[src/rtl/core/ctt_pkg.sv]
// Shared types, token codes and character constants of the config text tokenizer.
package ctt_pkg;

   localparam int unsigned LINE_BITS_DEF = 16;

   // result queue
   localparam int unsigned OUT_DEPTH = 4;
   localparam int unsigned OUT_PTR_W = $clog2(OUT_DEPTH);
   localparam int unsigned OUT_LVL_W = OUT_PTR_W + 1;

   typedef logic [15:0] line_num_type;

   // token kinds
   localparam logic [3:0] KIND_EOF     = 4'd0;
   localparam logic [3:0] KIND_EQUALS  = 4'd1;
   localparam logic [3:0] KIND_COMMA   = 4'd2;
   localparam logic [3:0] KIND_DOT     = 4'd3;
   localparam logic [3:0] KIND_LPAREN  = 4'd4;
   localparam logic [3:0] KIND_RPAREN  = 4'd5;
   localparam logic [3:0] KIND_LSECT   = 4'd6;
   localparam logic [3:0] KIND_RSECT   = 4'd7;
   localparam logic [3:0] KIND_LCURLY  = 4'd8;
   localparam logic [3:0] KIND_RCURLY  = 4'd9;
   localparam logic [3:0] KIND_AT      = 4'd10;
   localparam logic [3:0] KIND_IDENT   = 4'd11;
   localparam logic [3:0] KIND_STRING  = 4'd12;
   localparam logic [3:0] KIND_ERROR   = 4'd13;

   // lexer modes
   localparam logic [1:0] MODE_IDLE  = 2'd0;
   localparam logic [1:0] MODE_IDENT = 2'd1;
   localparam logic [1:0] MODE_STR   = 2'd2;
   localparam logic [1:0] MODE_ESC   = 2'd3;

   // characters
   localparam logic [7:0] CHAR_TAB        = 8'h09;
   localparam logic [7:0] CHAR_NL         = 8'h0A;
   localparam logic [7:0] CHAR_CR         = 8'h0D;
   localparam logic [7:0] CHAR_SPACE      = 8'h20;
   localparam logic [7:0] CHAR_QUOTE      = 8'h22;
   localparam logic [7:0] CHAR_LPAREN     = 8'h28;
   localparam logic [7:0] CHAR_RPAREN     = 8'h29;
   localparam logic [7:0] CHAR_COMMA      = 8'h2C;
   localparam logic [7:0] CHAR_DOT        = 8'h2E;
   localparam logic [7:0] CHAR_DIG_0      = 8'h30;
   localparam logic [7:0] CHAR_DIG_9      = 8'h39;
   localparam logic [7:0] CHAR_EQUALS     = 8'h3D;
   localparam logic [7:0] CHAR_AT         = 8'h40;
   localparam logic [7:0] CHAR_UP_A       = 8'h41;
   localparam logic [7:0] CHAR_UP_Z       = 8'h5A;
   localparam logic [7:0] CHAR_LSECT      = 8'h5B;
   localparam logic [7:0] CHAR_BSLASH     = 8'h5C;
   localparam logic [7:0] CHAR_RSECT      = 8'h5D;
   localparam logic [7:0] CHAR_UNDERSCORE = 8'h5F;
   localparam logic [7:0] CHAR_LO_A       = 8'h61;
   localparam logic [7:0] CHAR_LO_N       = 8'h6E;
   localparam logic [7:0] CHAR_LO_T       = 8'h74;
   localparam logic [7:0] CHAR_LO_Z       = 8'h7A;
   localparam logic [7:0] CHAR_LCURLY     = 8'h7B;
   localparam logic [7:0] CHAR_RCURLY     = 8'h7D;

   typedef struct packed {
      logic [7:0] in_byte;
      logic       end_of_input;
   } req_type;

   typedef struct packed {
      logic [3:0]   token_kind;
      logic [7:0]   text_byte;
      logic         text_valid;
      logic         token_last;
      line_num_type line_number;
   } rsp_type;

   // results of one lexed byte, first result in r0
   typedef struct packed {
      logic [1:0] count;
      rsp_type    r0;
      rsp_type    r1;
   } lex_push_type;

   typedef struct packed {
      logic                 room;
      logic [OUT_LVL_W-1:0] level;
   } fifo_status_type;

endpackage

[src/rtl/core/ctt_lexer.sv]
// Input register, lexer state and per-byte token logic.
module ctt_lexer #(
   parameter int unsigned LINE_BITS = ctt_pkg::LINE_BITS_DEF
) (
   input  logic                      clock,
   input  logic                      reset,
   input  logic                      req_valid,
   output logic                      req_stall,
   input  ctt_pkg::req_type          req_data,
   input  logic                      csr_write,
   input  logic [15:0]               csr_data,
   input  ctt_pkg::fifo_status_type  fifo_status,
   output ctt_pkg::lex_push_type     push
);

   ctt_pkg::req_type     in_ff;
   logic                 in_valid_ff, in_valid_in;
   logic [1:0]           mode_ff, mode_in;
   logic [7:0]           held_ff, held_in;
   logic                 hv_ff, hv_in;
   logic [LINE_BITS-1:0] line_ff, line_in;

   logic       fire, accept;
   logic [7:0] b;
   logic       eoi;
   ctt_pkg::line_num_type cur_line;

   logic [1:0]       n;
   ctt_pkg::rsp_type r0, r1;
   logic             line_inc;

   // idle-mode outcome of b
   logic             idle_emit;
   ctt_pkg::rsp_type idle_res;
   logic [1:0]       idle_mode;
   logic             idle_hv;
   logic             idle_nl;

   logic       esc_plain;
   logic [7:0] esc_byte;

   function automatic logic is_alnum_(input logic [7:0] c);
      return (c >= ctt_pkg::CHAR_DIG_0 && c <= ctt_pkg::CHAR_DIG_9) ||
             (c >= ctt_pkg::CHAR_LO_A && c <= ctt_pkg::CHAR_LO_Z) ||
             (c >= ctt_pkg::CHAR_UP_A && c <= ctt_pkg::CHAR_UP_Z) ||
             c == ctt_pkg::CHAR_UNDERSCORE;
   endfunction

   function automatic logic is_space(input logic [7:0] c);
      return c == ctt_pkg::CHAR_SPACE || (c >= ctt_pkg::CHAR_TAB && c <= ctt_pkg::CHAR_CR);
   endfunction

   // KIND_EOF means not punctuation
   function automatic logic [3:0] punct_kind(input logic [7:0] c);
      logic [3:0] k;
      unique case (c)
         ctt_pkg::CHAR_EQUALS: k = ctt_pkg::KIND_EQUALS;
         ctt_pkg::CHAR_COMMA:  k = ctt_pkg::KIND_COMMA;
         ctt_pkg::CHAR_DOT:    k = ctt_pkg::KIND_DOT;
         ctt_pkg::CHAR_LPAREN: k = ctt_pkg::KIND_LPAREN;
         ctt_pkg::CHAR_RPAREN: k = ctt_pkg::KIND_RPAREN;
         ctt_pkg::CHAR_LSECT:  k = ctt_pkg::KIND_LSECT;
         ctt_pkg::CHAR_RSECT:  k = ctt_pkg::KIND_RSECT;
         ctt_pkg::CHAR_LCURLY: k = ctt_pkg::KIND_LCURLY;
         ctt_pkg::CHAR_RCURLY: k = ctt_pkg::KIND_RCURLY;
         ctt_pkg::CHAR_AT:     k = ctt_pkg::KIND_AT;
         default:              k = ctt_pkg::KIND_EOF;
      endcase
      return k;
   endfunction

   function automatic ctt_pkg::rsp_type mk(input logic [3:0] kind, input logic [7:0] tb,
                                           input logic tv, input logic tl,
                                           input ctt_pkg::line_num_type ln);
      ctt_pkg::rsp_type r;
      r.token_kind  = kind;
      r.text_byte   = tb;
      r.text_valid  = tv;
      r.token_last  = tl;
      r.line_number = ln;
      return r;
   endfunction

   assign fire      = in_valid_ff && fifo_status.room;
   assign req_stall = in_valid_ff && !fifo_status.room;
   assign accept    = req_valid && !req_stall;
   assign b         = in_ff.in_byte;
   assign eoi       = in_ff.end_of_input;
   assign cur_line  = ctt_pkg::line_num_type'(line_ff);

   always_comb begin
      idle_emit = 1'b0;
      idle_res  = mk(ctt_pkg::KIND_EOF, 8'd0, 1'b0, 1'b1, cur_line);
      idle_mode = ctt_pkg::MODE_IDLE;
      idle_hv   = 1'b0;
      idle_nl   = 1'b0;
      if (b == ctt_pkg::CHAR_NL) begin
         idle_nl = 1'b1;
      end else if (is_space(b)) begin
         idle_emit = 1'b0;
      end else if (punct_kind(b) != ctt_pkg::KIND_EOF) begin
         idle_emit = 1'b1;
         idle_res  = mk(punct_kind(b), 8'd0, 1'b0, 1'b1, cur_line);
      end else if (b == ctt_pkg::CHAR_QUOTE) begin
         idle_mode = ctt_pkg::MODE_STR;
      end else if (is_alnum_(b)) begin
         idle_mode = ctt_pkg::MODE_IDENT;
         idle_hv   = 1'b1;
      end else begin
         idle_emit = 1'b1;
         idle_res  = mk(ctt_pkg::KIND_ERROR, b, 1'b1, 1'b1, cur_line);
      end
   end

   always_comb begin
      esc_plain = 1'b0;
      esc_byte  = b;
      if (b == ctt_pkg::CHAR_QUOTE || b == ctt_pkg::CHAR_BSLASH) begin
         esc_byte = b;
      end else if (b == ctt_pkg::CHAR_LO_N) begin
         esc_byte = ctt_pkg::CHAR_NL;
      end else if (b == ctt_pkg::CHAR_LO_T) begin
         esc_byte = ctt_pkg::CHAR_TAB;
      end else begin
         esc_plain = 1'b1;
      end
   end

   always_comb begin
      n        = 2'd0;
      r0       = mk(ctt_pkg::KIND_EOF, 8'd0, 1'b0, 1'b1, cur_line);
      r1       = mk(ctt_pkg::KIND_EOF, 8'd0, 1'b0, 1'b1, cur_line);
      mode_in  = mode_ff;
      held_in  = held_ff;
      hv_in    = hv_ff;
      line_inc = 1'b0;
      if (eoi) begin
         mode_in = ctt_pkg::MODE_IDLE;
         hv_in   = 1'b0;
         held_in = 8'd0;
         unique case (mode_ff)
            ctt_pkg::MODE_IDENT: begin
               n  = 2'd2;
               r0 = mk(ctt_pkg::KIND_IDENT, held_ff, 1'b1, 1'b1, cur_line);
            end
            ctt_pkg::MODE_STR, ctt_pkg::MODE_ESC: begin
               n  = 2'd2;
               r0 = mk(ctt_pkg::KIND_ERROR, 8'd0, 1'b0, 1'b1, cur_line);
            end
            default: begin
               n = 2'd1;
            end
         endcase
      end else begin
         unique case (mode_ff)
            ctt_pkg::MODE_IDENT: begin
               if (is_alnum_(b) || b == ctt_pkg::CHAR_DOT) begin
                  n       = 2'd1;
                  r0      = mk(ctt_pkg::KIND_IDENT, held_ff, 1'b1, 1'b0, cur_line);
                  held_in = b;
               end else begin
                  r0       = mk(ctt_pkg::KIND_IDENT, held_ff, 1'b1, 1'b1, cur_line);
                  r1       = idle_res;
                  n        = idle_emit ? 2'd2 : 2'd1;
                  mode_in  = idle_mode;
                  hv_in    = idle_hv;
                  held_in  = b;
                  line_inc = idle_nl;
               end
            end
            ctt_pkg::MODE_STR: begin
               if (b == ctt_pkg::CHAR_QUOTE) begin
                  n       = 2'd1;
                  r0      = hv_ff ? mk(ctt_pkg::KIND_STRING, held_ff, 1'b1, 1'b1, cur_line)
                                  : mk(ctt_pkg::KIND_STRING, 8'd0, 1'b0, 1'b1, cur_line);
                  hv_in   = 1'b0;
                  mode_in = ctt_pkg::MODE_IDLE;
               end else if (b == ctt_pkg::CHAR_BSLASH) begin
                  mode_in = ctt_pkg::MODE_ESC;
               end else begin
                  n       = hv_ff ? 2'd1 : 2'd0;
                  r0      = mk(ctt_pkg::KIND_STRING, held_ff, 1'b1, 1'b0, cur_line);
                  held_in = b;
                  hv_in   = 1'b1;
               end
            end
            ctt_pkg::MODE_ESC: begin
               mode_in = ctt_pkg::MODE_STR;
               hv_in   = 1'b1;
               held_in = esc_byte;
               if (!esc_plain) begin
                  n  = hv_ff ? 2'd1 : 2'd0;
                  r0 = mk(ctt_pkg::KIND_STRING, held_ff, 1'b1, 1'b0, cur_line);
               end else if (hv_ff) begin
                  // unknown escape keeps the backslash
                  n  = 2'd2;
                  r0 = mk(ctt_pkg::KIND_STRING, held_ff, 1'b1, 1'b0, cur_line);
                  r1 = mk(ctt_pkg::KIND_STRING, ctt_pkg::CHAR_BSLASH, 1'b1, 1'b0, cur_line);
               end else begin
                  n  = 2'd1;
                  r0 = mk(ctt_pkg::KIND_STRING, ctt_pkg::CHAR_BSLASH, 1'b1, 1'b0, cur_line);
               end
            end
            default: begin
               r0       = idle_res;
               n        = idle_emit ? 2'd1 : 2'd0;
               mode_in  = idle_mode;
               hv_in    = idle_hv;
               held_in  = b;
               line_inc = idle_nl;
            end
         endcase
      end
   end

   always_comb begin
      line_in = line_ff;
      if (line_inc && line_ff != '1) begin
         line_in = line_ff + LINE_BITS'(1);
      end
   end

   assign in_valid_in = accept ? 1'b1 : (fire ? 1'b0 : in_valid_ff);

   assign push.count = fire ? n : 2'd0;
   assign push.r0    = r0;
   assign push.r1    = r1;

   always_ff @(posedge clock) begin
      if (reset) begin
         in_valid_ff <= 1'b0;
         mode_ff     <= ctt_pkg::MODE_IDLE;
         hv_ff       <= 1'b0;
         line_ff     <= LINE_BITS'(1);
      end else begin
         in_valid_ff <= in_valid_in;
         if (csr_write) begin
            line_ff <= LINE_BITS'(csr_data);
         end else if (fire) begin
            line_ff <= line_in;
         end
         if (fire) begin
            mode_ff <= mode_in;
            hv_ff   <= hv_in;
         end
      end
   end

   always_ff @(posedge clock) begin
      if (accept) begin
         in_ff <= req_data;
      end
      if (fire) begin
         held_ff <= held_in;
      end
   end

endmodule

[src/rtl/core/ctt_out_fifo.sv]
// Result queue taking up to two results per cycle and giving one per cycle while rsp_stall is low.
module ctt_out_fifo (
   input  logic                     clock,
   input  logic                     reset,
   input  ctt_pkg::lex_push_type    push,
   output ctt_pkg::fifo_status_type status,
   output logic                     rsp_valid,
   input  logic                     rsp_stall,
   output ctt_pkg::rsp_type         rsp_data
);

   ctt_pkg::rsp_type                 mem_ff [ctt_pkg::OUT_DEPTH];
   logic [ctt_pkg::OUT_PTR_W-1:0]    wptr_ff, wptr_in, rptr_ff, rptr_in;
   logic [ctt_pkg::OUT_LVL_W-1:0]    level_ff, level_in;
   logic                             pop;
   logic [ctt_pkg::OUT_PTR_W-1:0]    wptr_next;

   assign rsp_valid = level_ff != '0;
   assign rsp_data  = mem_ff[rptr_ff];
   assign pop       = rsp_valid && !rsp_stall;
   assign wptr_next = wptr_ff + ctt_pkg::OUT_PTR_W'(1);

   assign wptr_in  = wptr_ff + ctt_pkg::OUT_PTR_W'(push.count);
   assign rptr_in  = rptr_ff + ctt_pkg::OUT_PTR_W'(pop);
   assign level_in = level_ff + ctt_pkg::OUT_LVL_W'(push.count) - ctt_pkg::OUT_LVL_W'(pop);

   assign status.level = level_ff;
   assign status.room  = level_ff <= ctt_pkg::OUT_LVL_W'(ctt_pkg::OUT_DEPTH - 2);

   always_ff @(posedge clock) begin
      if (reset) begin
         wptr_ff  <= '0;
         rptr_ff  <= '0;
         level_ff <= '0;
      end else begin
         wptr_ff  <= wptr_in;
         rptr_ff  <= rptr_in;
         level_ff <= level_in;
      end
   end

   always_ff @(posedge clock) begin
      if (push.count != 2'd0) begin
         mem_ff[wptr_ff] <= push.r0;
      end
      if (push.count == 2'd2) begin
         mem_ff[wptr_next] <= push.r1;
      end
   end

endmodule

[src/rtl/core/config_text_tokenizer_unit.sv]
// Top level of the config text tokenizer: lexer stage and result queue.
//
// Usage:
//   req_* carries one text byte per transaction, or an end-of-input mark that
//   closes any open token and yields an end-of-file token. rsp_* carries one
//   result per transaction: a punctuation, error or eof token, or one byte of
//   identifier or string text; token_last flags the final result of a token.
//   csr_* writes the start line number (always ready); write it only while the
//   block is idle. It also reloads the running line counter.
// Timing:
//   A byte is captured in the input register and lexed, once the queue has room,
//   into a four-entry result queue, whose registered entries are offered on
//   rsp_*. One byte per cycle is accepted while the queue holds at most two
//   results; a byte gives zero, one or two results, and the output side drains
//   one result per cycle while rsp_stall is low.
// Reset and stall:
//   Reset empties the input register and queue, sets the mode to idle and the
//   line counter to 1. When rsp_stall holds, results wait in the queue; once it
//   is too full for another byte, req_stall rises while the input register is
//   occupied. Nothing is dropped.
module config_text_tokenizer_unit #(
   parameter int unsigned LINE_BITS = ctt_pkg::LINE_BITS_DEF
) (
   input  logic              clock,
   input  logic              reset,
   input  logic              req_valid,
   output logic              req_stall,
   input  ctt_pkg::req_type  req_data,
   output logic              rsp_valid,
   input  logic              rsp_stall,
   output ctt_pkg::rsp_type  rsp_data,
   input  logic              csr_valid,
   output logic              csr_ready,
   input  logic [15:0]       csr_data
);

   ctt_pkg::lex_push_type    push;
   ctt_pkg::fifo_status_type fifo_status;

   assign csr_ready = 1'b1;

   ctt_lexer #(
      .LINE_BITS(LINE_BITS)
   ) u_lexer (
      .clock       (clock),
      .reset       (reset),
      .req_valid   (req_valid),
      .req_stall   (req_stall),
      .req_data    (req_data),
      .csr_write   (csr_valid && csr_ready),
      .csr_data    (csr_data),
      .fifo_status (fifo_status),
      .push        (push)
   );

   ctt_out_fifo u_out_fifo (
      .clock     (clock),
      .reset     (reset),
      .push      (push),
      .status    (fifo_status),
      .rsp_valid (rsp_valid),
      .rsp_stall (rsp_stall),
      .rsp_data  (rsp_data)
   );

   a_level_bound: assert property (@(posedge clock) disable iff (reset)
      fifo_status.level <= ctt_pkg::OUT_LVL_W'(ctt_pkg::OUT_DEPTH))
      else $error("result queue overflow");

   a_eof_shape: assert property (@(posedge clock) disable iff (reset)
      rsp_valid && rsp_data.token_kind == ctt_pkg::KIND_EOF |->
         rsp_data.token_last && !rsp_data.text_valid)
      else $error("eof token without last flag or with text");

   a_stall_cause: assert property (@(posedge clock) disable iff (reset)
      req_stall |-> !fifo_status.room)
      else $error("input stalled while queue has room");

   a_reset_empty: assert property (@(posedge clock)
      reset |=> !rsp_valid)
      else $error("result offered right after reset");

endmodule
[config.mk]
export PLATFORM = sky130hd
export DESIGN_NAME = config_text_tokenizer_unit
export DESIGN_NICKNAME = d
export VERILOG_FILES = /design/src/rtl/core/ctt_pkg.sv /design/src/rtl/core/ctt_lexer.sv /design/src/rtl/core/ctt_out_fifo.sv /design/src/rtl/core/config_text_tokenizer_unit.sv
export SDC_FILE = /design/constraint.sdc
export NUM_CORES = 1
export LEC_CHECK = 0
export BUFFER_PORTS_ARGS = -buffer_cell sky130_fd_sc_hd__buf_4
export CAP_MARGIN = 10
export CORE_MARGIN = 2
export CORE_UTILIZATION = 35
export DETAILED_ROUTE_END_ITERATION = 7
export MAX_ROUTING_LAYER = met4
export SLEW_MARGIN = 20
export SYNTH_ARGS = -nofsm -noshare
export SYNTH_HDL_FRONTEND = slang
export SYNTH_HIERARCHICAL = 1
export SYNTH_SLANG_ARGS = --single-unit
[constraint.sdc]
create_clock -name clock -period 6 [get_ports clock]
set_clock_uncertainty 0.2 [all_clocks]
set_input_delay 0.6 -clock clock [delete_from_list [all_inputs] [get_ports clock]]
set_output_delay 0.6 -clock clock [all_outputs]
set_load 0.02 [all_outputs]
==> After elaboration in Yosys (flattened, before gate mapping) <==
Memories as Yosys holds them, arrays and structs flattened. A register that Yosys moved wholly into a read port is not among the register bits.
Cells that the tools add are included.
{ "classes": {"n_addsub": 6, "n_lt_le_gt_ge": 9, "eq_ne": 27, "mux": 82, "n_reduce_logical": 30} }
{ "op_table": {"columns": ["operator", "n"], "rows": [
  ["$mux W30", 12],
  ["$pmux W30 S2", 2],
  ["$pmux W30 S3", 1],
  ["$mux W26", 3],
  ["$eq A8 B7 Y1 const B", 9],
  ["$eq A8 B6 Y1 const B", 7],
  ["$mux W16", 3],
  ["$mux W8", 5],
  ["$pmux W4 S10", 1],
  ["$mux W2", 18],
  ["$mux W1", 29],
  ["$mux W17", 1],
  ["$add A16 B1 Y16 const B", 1],
  ["$ge A8 B7 Y1 const B", 2],
  ["$le A8 B7 Y1 const B", 2],
  ["$ne A16 B16 Y1 const B", 1],
  ["$pmux W8 S2", 1],
  ["$pmux W2 S3", 2],
  ["$logic_and A1 B1 Y1", 9],
  ["$ne A3 B2 Y1 const B", 3],
  ["$reduce_and A3 Y1", 3],
  ["$eq A8 B4 Y1 const B", 1],
  ["$ge A8 B4 Y1 const B", 1],
  ["$ge A8 B6 Y1 const B", 1],
  ["23 further kinds", 36]
]} }
{ "totals": {"reg_bits": 44, "mem_bits_rw": 120, "inputBits": 30, "out_inout_bits": 33, "word_cells": 165, "mem_count": 1} }
{ "mem_list": {"columns": ["memory", "depth", "width", "rd", "rd_clocked_by_memory_dff", "wr", "line", "rtl"], "rows": [
  ["u_out_fifo.mem_ff", 4, 30, 1, 1, 2, "ctt_out_fifo.sv:12", "ctt_pkg::rsp_type mem_ff [ctt_pkg::OUT_DEPTH];"]
]} }

==> Logic depth before layout (Yosys ltp) <==
{ "logic_depth": {"ltp_word": 18, "ltp_mapped": 16, "mapped_depth_nobuf": 14} }

==> Hierarchy <==
The synthesis kept the hierarchy.
{ "by_module_without_submodules": {"columns": ["mod", "instances", "cells_per_inst", "area_each_um2", "seq_area_each_um2"], "rows": [
  ["ctt_out_fifo", 1, 339, 6187.2, 3743.6],
  ["ctt_lexer", 1, 359, 3016.6, 910.9],
  ["config_text_tokenizer_unit", 1, 2, 11.3, 0.0]
]} }

==> Worst setup path after synthesis <==
No wires, ideal clock.
{ "synth_timing": {"path_type": "reg-to-reg", "from": "reg u_lexer.in_ff (netlist bit u_lexer/b[5])", "to": "mem u_out_fifo/mem_ff[0][0] (netlist bit) (enable)", "setup_time_ns": 0.463, "arrival_time_ns": 4.918, "required_time_ns": 5.337, "setup_slack_ns": 0.419, "path_stages_with_launch": 11, "n_path_buf": 0, "synth_period_minus_slack_ns": 5.581, "cell_sequence": "edfxtp_1 or3b_1 or3_4 a21oi_4 nor2_1 ha_1 a31oi_1 o311a_1 nor4b_2 nor2_1 o31ai_1"} }
{ "synth_lines": {"columns": ["element", "line", "rtl"], "rows": [
  ["start: declaration", "ctt_lexer.sv:16", "ctt_pkg::req_type in_ff;"],
  ["start signal: assignment", "ctt_lexer.sv:251", "in_ff <= req_data;"],
  ["end: declaration", "ctt_out_fifo.sv:12", null]
]} }

==> results.md <==
* Synth warn at 6
* Yosys cell types at 83
* Worst Hold Margin at approximately 150 ps
* Fmax at 204 MHz
* ANT nets after route at 0
* Post-synth ARST share at 0%
* Tightest Pin Transition at 994 ps
* Post-DP HPWL at 13.5 mm
* CTS resizes at 0
* CTS root buf: clkbuf_16
* Setup slack, reg-to-reg at 1110 ps
* WS Path Type: reg2reg
* Arr. time, crit path at 4790 ps
* CTS tree: built
* Synthesized area at a little over 9000 um2
* Initial DRT Pass Iterations at 5
* Final TNS setup at 0 ps
* ANT cells at 0
* I/O pin count at 63
* Area delta synth->final at 13.4%
* CP most frequent cell: nor2_1
* Via Count at 5765
* Worst-Skew Late Latency at 430 ps
* Status: complete, no violations
* Design Area, Final at 10500 um2
* Reg2reg end: u_out_fifo/mem_ff[0][25]$_DFFE_PP_
* Critical path, cell by cell: or3b_1, or3_4, a21oi_4, nor2_1, ha_1, a31oi_1, o311a_1, nor4b_2, nor2_1, o31ai_4, buf_4
* Overflow left after global routing at 0
* Die area at 27600 um2
* Vias in the first global route at 5757
* DRT Wirelength at 20.8 mm
* Die H at 166 um
* Total CTS buffers at 17
* Vias per cell at 5.34
* Crit start category: flop
* Total global-route track usage at between 10% and 20%
* Setup violators final at 0
* Post-CTS Hold Buffers at 0
* RSZ-0062 raised after global routing: false
* Starting density of the core at between 30% and 40%
* Slowest cell on crit path: edfxtp_1
* Min-Delay Path Class: in2reg
* GPL Wtd Cong at 0.905
* Max incr delay on CP at 720 ps
* Max Cap Viol at 0
* Ys flop type: edfxtp_1
* Initial antenna violation count at 0
* Post-synth EDFFs at 137
* Avg Cell Area, Syn at 13.2 um2
* Critical Path Source: u_lexer/b[6]$_DFFE_PP_
* First-pass GRT wire length at 33.5 mm
* P_leak at around 0.0035 uW
* Worst-case clock buffer depth at 2
* Register bit count reported by yosys at roughly 160
* Slew headroom at 33.6%
* Num Clock Sinks at 164
* R2R Path Start: u_lexer/b[6]$_DFFE_PP_
* Worst R2R Path Depth at 11
* Worst vdd ir at 184 uV
* Hold Fails Final Rpt at 0
* Share of cells above drive strength 1 at between 30 and 40%
* Placed cell areas at 9880 um2
* Nets@finish at 769
* Placement Rows at 59
* Setup Buffers After CTS at 0
* Crit path to: u_out_fifo/mem_ff[0][25]$_DFFE_PP_
* Required time worst endpoint at 5900 ps
* PwrDens at 306 nW/um2
* CP endpoint kind: flop
* Post-Syn Nets at 737
* Core area at 26000 um2
* # port buffers at 61
* CTS clock-pin slew for the worst setup and hold paths at 60 ps
* Post-DR wirelength/cell at 19.3 um
* Syn Inst Count at 700
* Seq/Total Area, Yosys at 50.5%
* Initial DRC Count at roughly 520
* DRC violations left at 0
* Total power at 3200 uW
* Die Wd at 166 um
* H-tree depth at 4
* Pin count of the biggest net entering global routing at 32
* Fin crit period at between 4000 and 5000 ps
* Crit-path max FO at 19
* Final Max Tran Viols at 0
* Tcrit/Tclk final at 81.6%
-- per-stage QoR --
| step | utilization, % | std cells | worst slack (ps) |
|---|---|---|---|
| 2_1_floorplan | - | 700 | 419 |
| 3_3_place_gp | 38.0 | 1048 | 1180 |
| 3_5_place_dp | 38.0 | 1048 | 1090 |
| 4_1_cts | 40.2 | 1080 | 1070 |
| 5_1_grt | 40.2 | 1080 | 740 |
| 6_report | 40.2 | 1080 | 1110 |
-- cell type report --
class | instances | area (um2)
tap | 335 | 419
timing repair buffer | 73 | 561
clock buffer | 19 | 453
inverter | 10 | 37.5
multi-input combinational | 466 | 4200
sequential | 164 | 4660
fill | 2478 | 15500
clock inverter | 13 | 123
-- synthesized netlist by cell type (9+ instances only) --
cell type	n	area, um2
o21ai_0	11	55.1
a21oi_1	16	80.1
nand2_1	28	105
mux2_2	113	1270
a211oi_1	9	67.6
nor2_1	53	199
buf_4	26	195
dfxtp_1	27	541
buf_2	16	80.1
nand3_1	11	55.1
mux4_2	30	676
clkbuf_1	11	41.3
nor3_1	10	50.1
xnor2_1	11	96.3
and2_1	10	62.6
edfxtp_1	137	4110
-- cells by family (layout without fill, tap and decap cells) --
kind of cell	after synthesis	count (layout)	synth area share (%)
XOR/XNOR	19	19	1.81
AO/OA/AOI/OAI	93	93	7.48
multiplexers	156	156	22.6
other	1	1	0.0407
AND/OR/NAND/NOR	190	190	12.0
buffers and inverters	70	115	4.45
flip-flops	164	164	50.5
adder cells (fa/ha/maj)	7	7	1.03
-- report_power, final --
group	internal, uW	switching [uW]
registers	1330	73.7
logic	346	379
clock network	600	468
total	2280	920
-- flip-flops by register name (all words and copies together), names as in the netlist --
name                 count
u_lexer/b                8
u_lexer/cur_line        16
u_lexer/eoi              1
u_lexer/held_ff          8
u_lexer/hv_ff            1
u_lexer/in_valid_ff      1
u_lexer/mode_ff          2
u_out_fifo/level_ff      3
u_out_fifo/mem_ff      120
u_out_fifo/rptr_ff       2
u_out_fifo/wptr_ff       2
-- cell usage in the layout (no fill, tap or decap), drive strengths merged, types with 3 or more instances in the layout --
cell type,instances
a211oi,10
a21o,3
a21oi,19
a22o,4
a31oi,8
and2,10
and4,3
buf,73
clkbuf,19
clkinv,7
dfxtp,27
edfxtp,137
ha,6
inv,13
mux2,120
mux2i,6
mux4,30
nand2,28
nand2b,9
nand3,11
nand3b,3
nand4,8
nand4b,3
nor2,54
nor2b,7
nor3,12
nor4,12
nor4b,6
o211ai,3
o21ai,15
o21bai,4
o2bb2ai,3
o31ai,4
or2,3
or3,8
xnor2,11
xor2,8
-- how the worst min path moves through the flow --
stage	to	startpoint	cells after the start	slack, ps
global route	u_lexer/b[2]$_DFFE_PP_	req_data[3]	1	130
global placement	u_out_fifo/rptr_ff[1]$_SDFF_PP0_	u_out_fifo/rptr_ff[1]$_SDFF_PP0_	2	270
finish	u_lexer/b[6]$_DFFE_PP_	req_data[7]	1	150
CTS	u_lexer/b[6]$_DFFE_PP_	req_data[7]	1	130
floorplan	u_lexer/hv_ff$_SDFFE_PP0P_	u_lexer/hv_ff$_SDFFE_PP0P_	2	300
detailed placement	u_out_fifo/rptr_ff[0]$_SDFF_PP0_	u_out_fifo/rptr_ff[0]$_SDFF_PP0_	2	290
-- layer usage --
metal,share of wire (%),global-route usage [%],vias to the layer above
met1,47,22.0,2848
met4,1.1,3.86,0
met2,47,24.5,140
li1,-,-,2762
met5,0,-,-
met3,5.1,3.31,15
-- critical path, delay by kind of cell (launching register included) --
kind,cells,cell delay (ps)
compound gates,4,1170
buf+inv,1,410
simple gates,5,1740
flops,1,720
fa+ha+maj,1,300
Note: power is estimated with default switching activity, not from simulation.
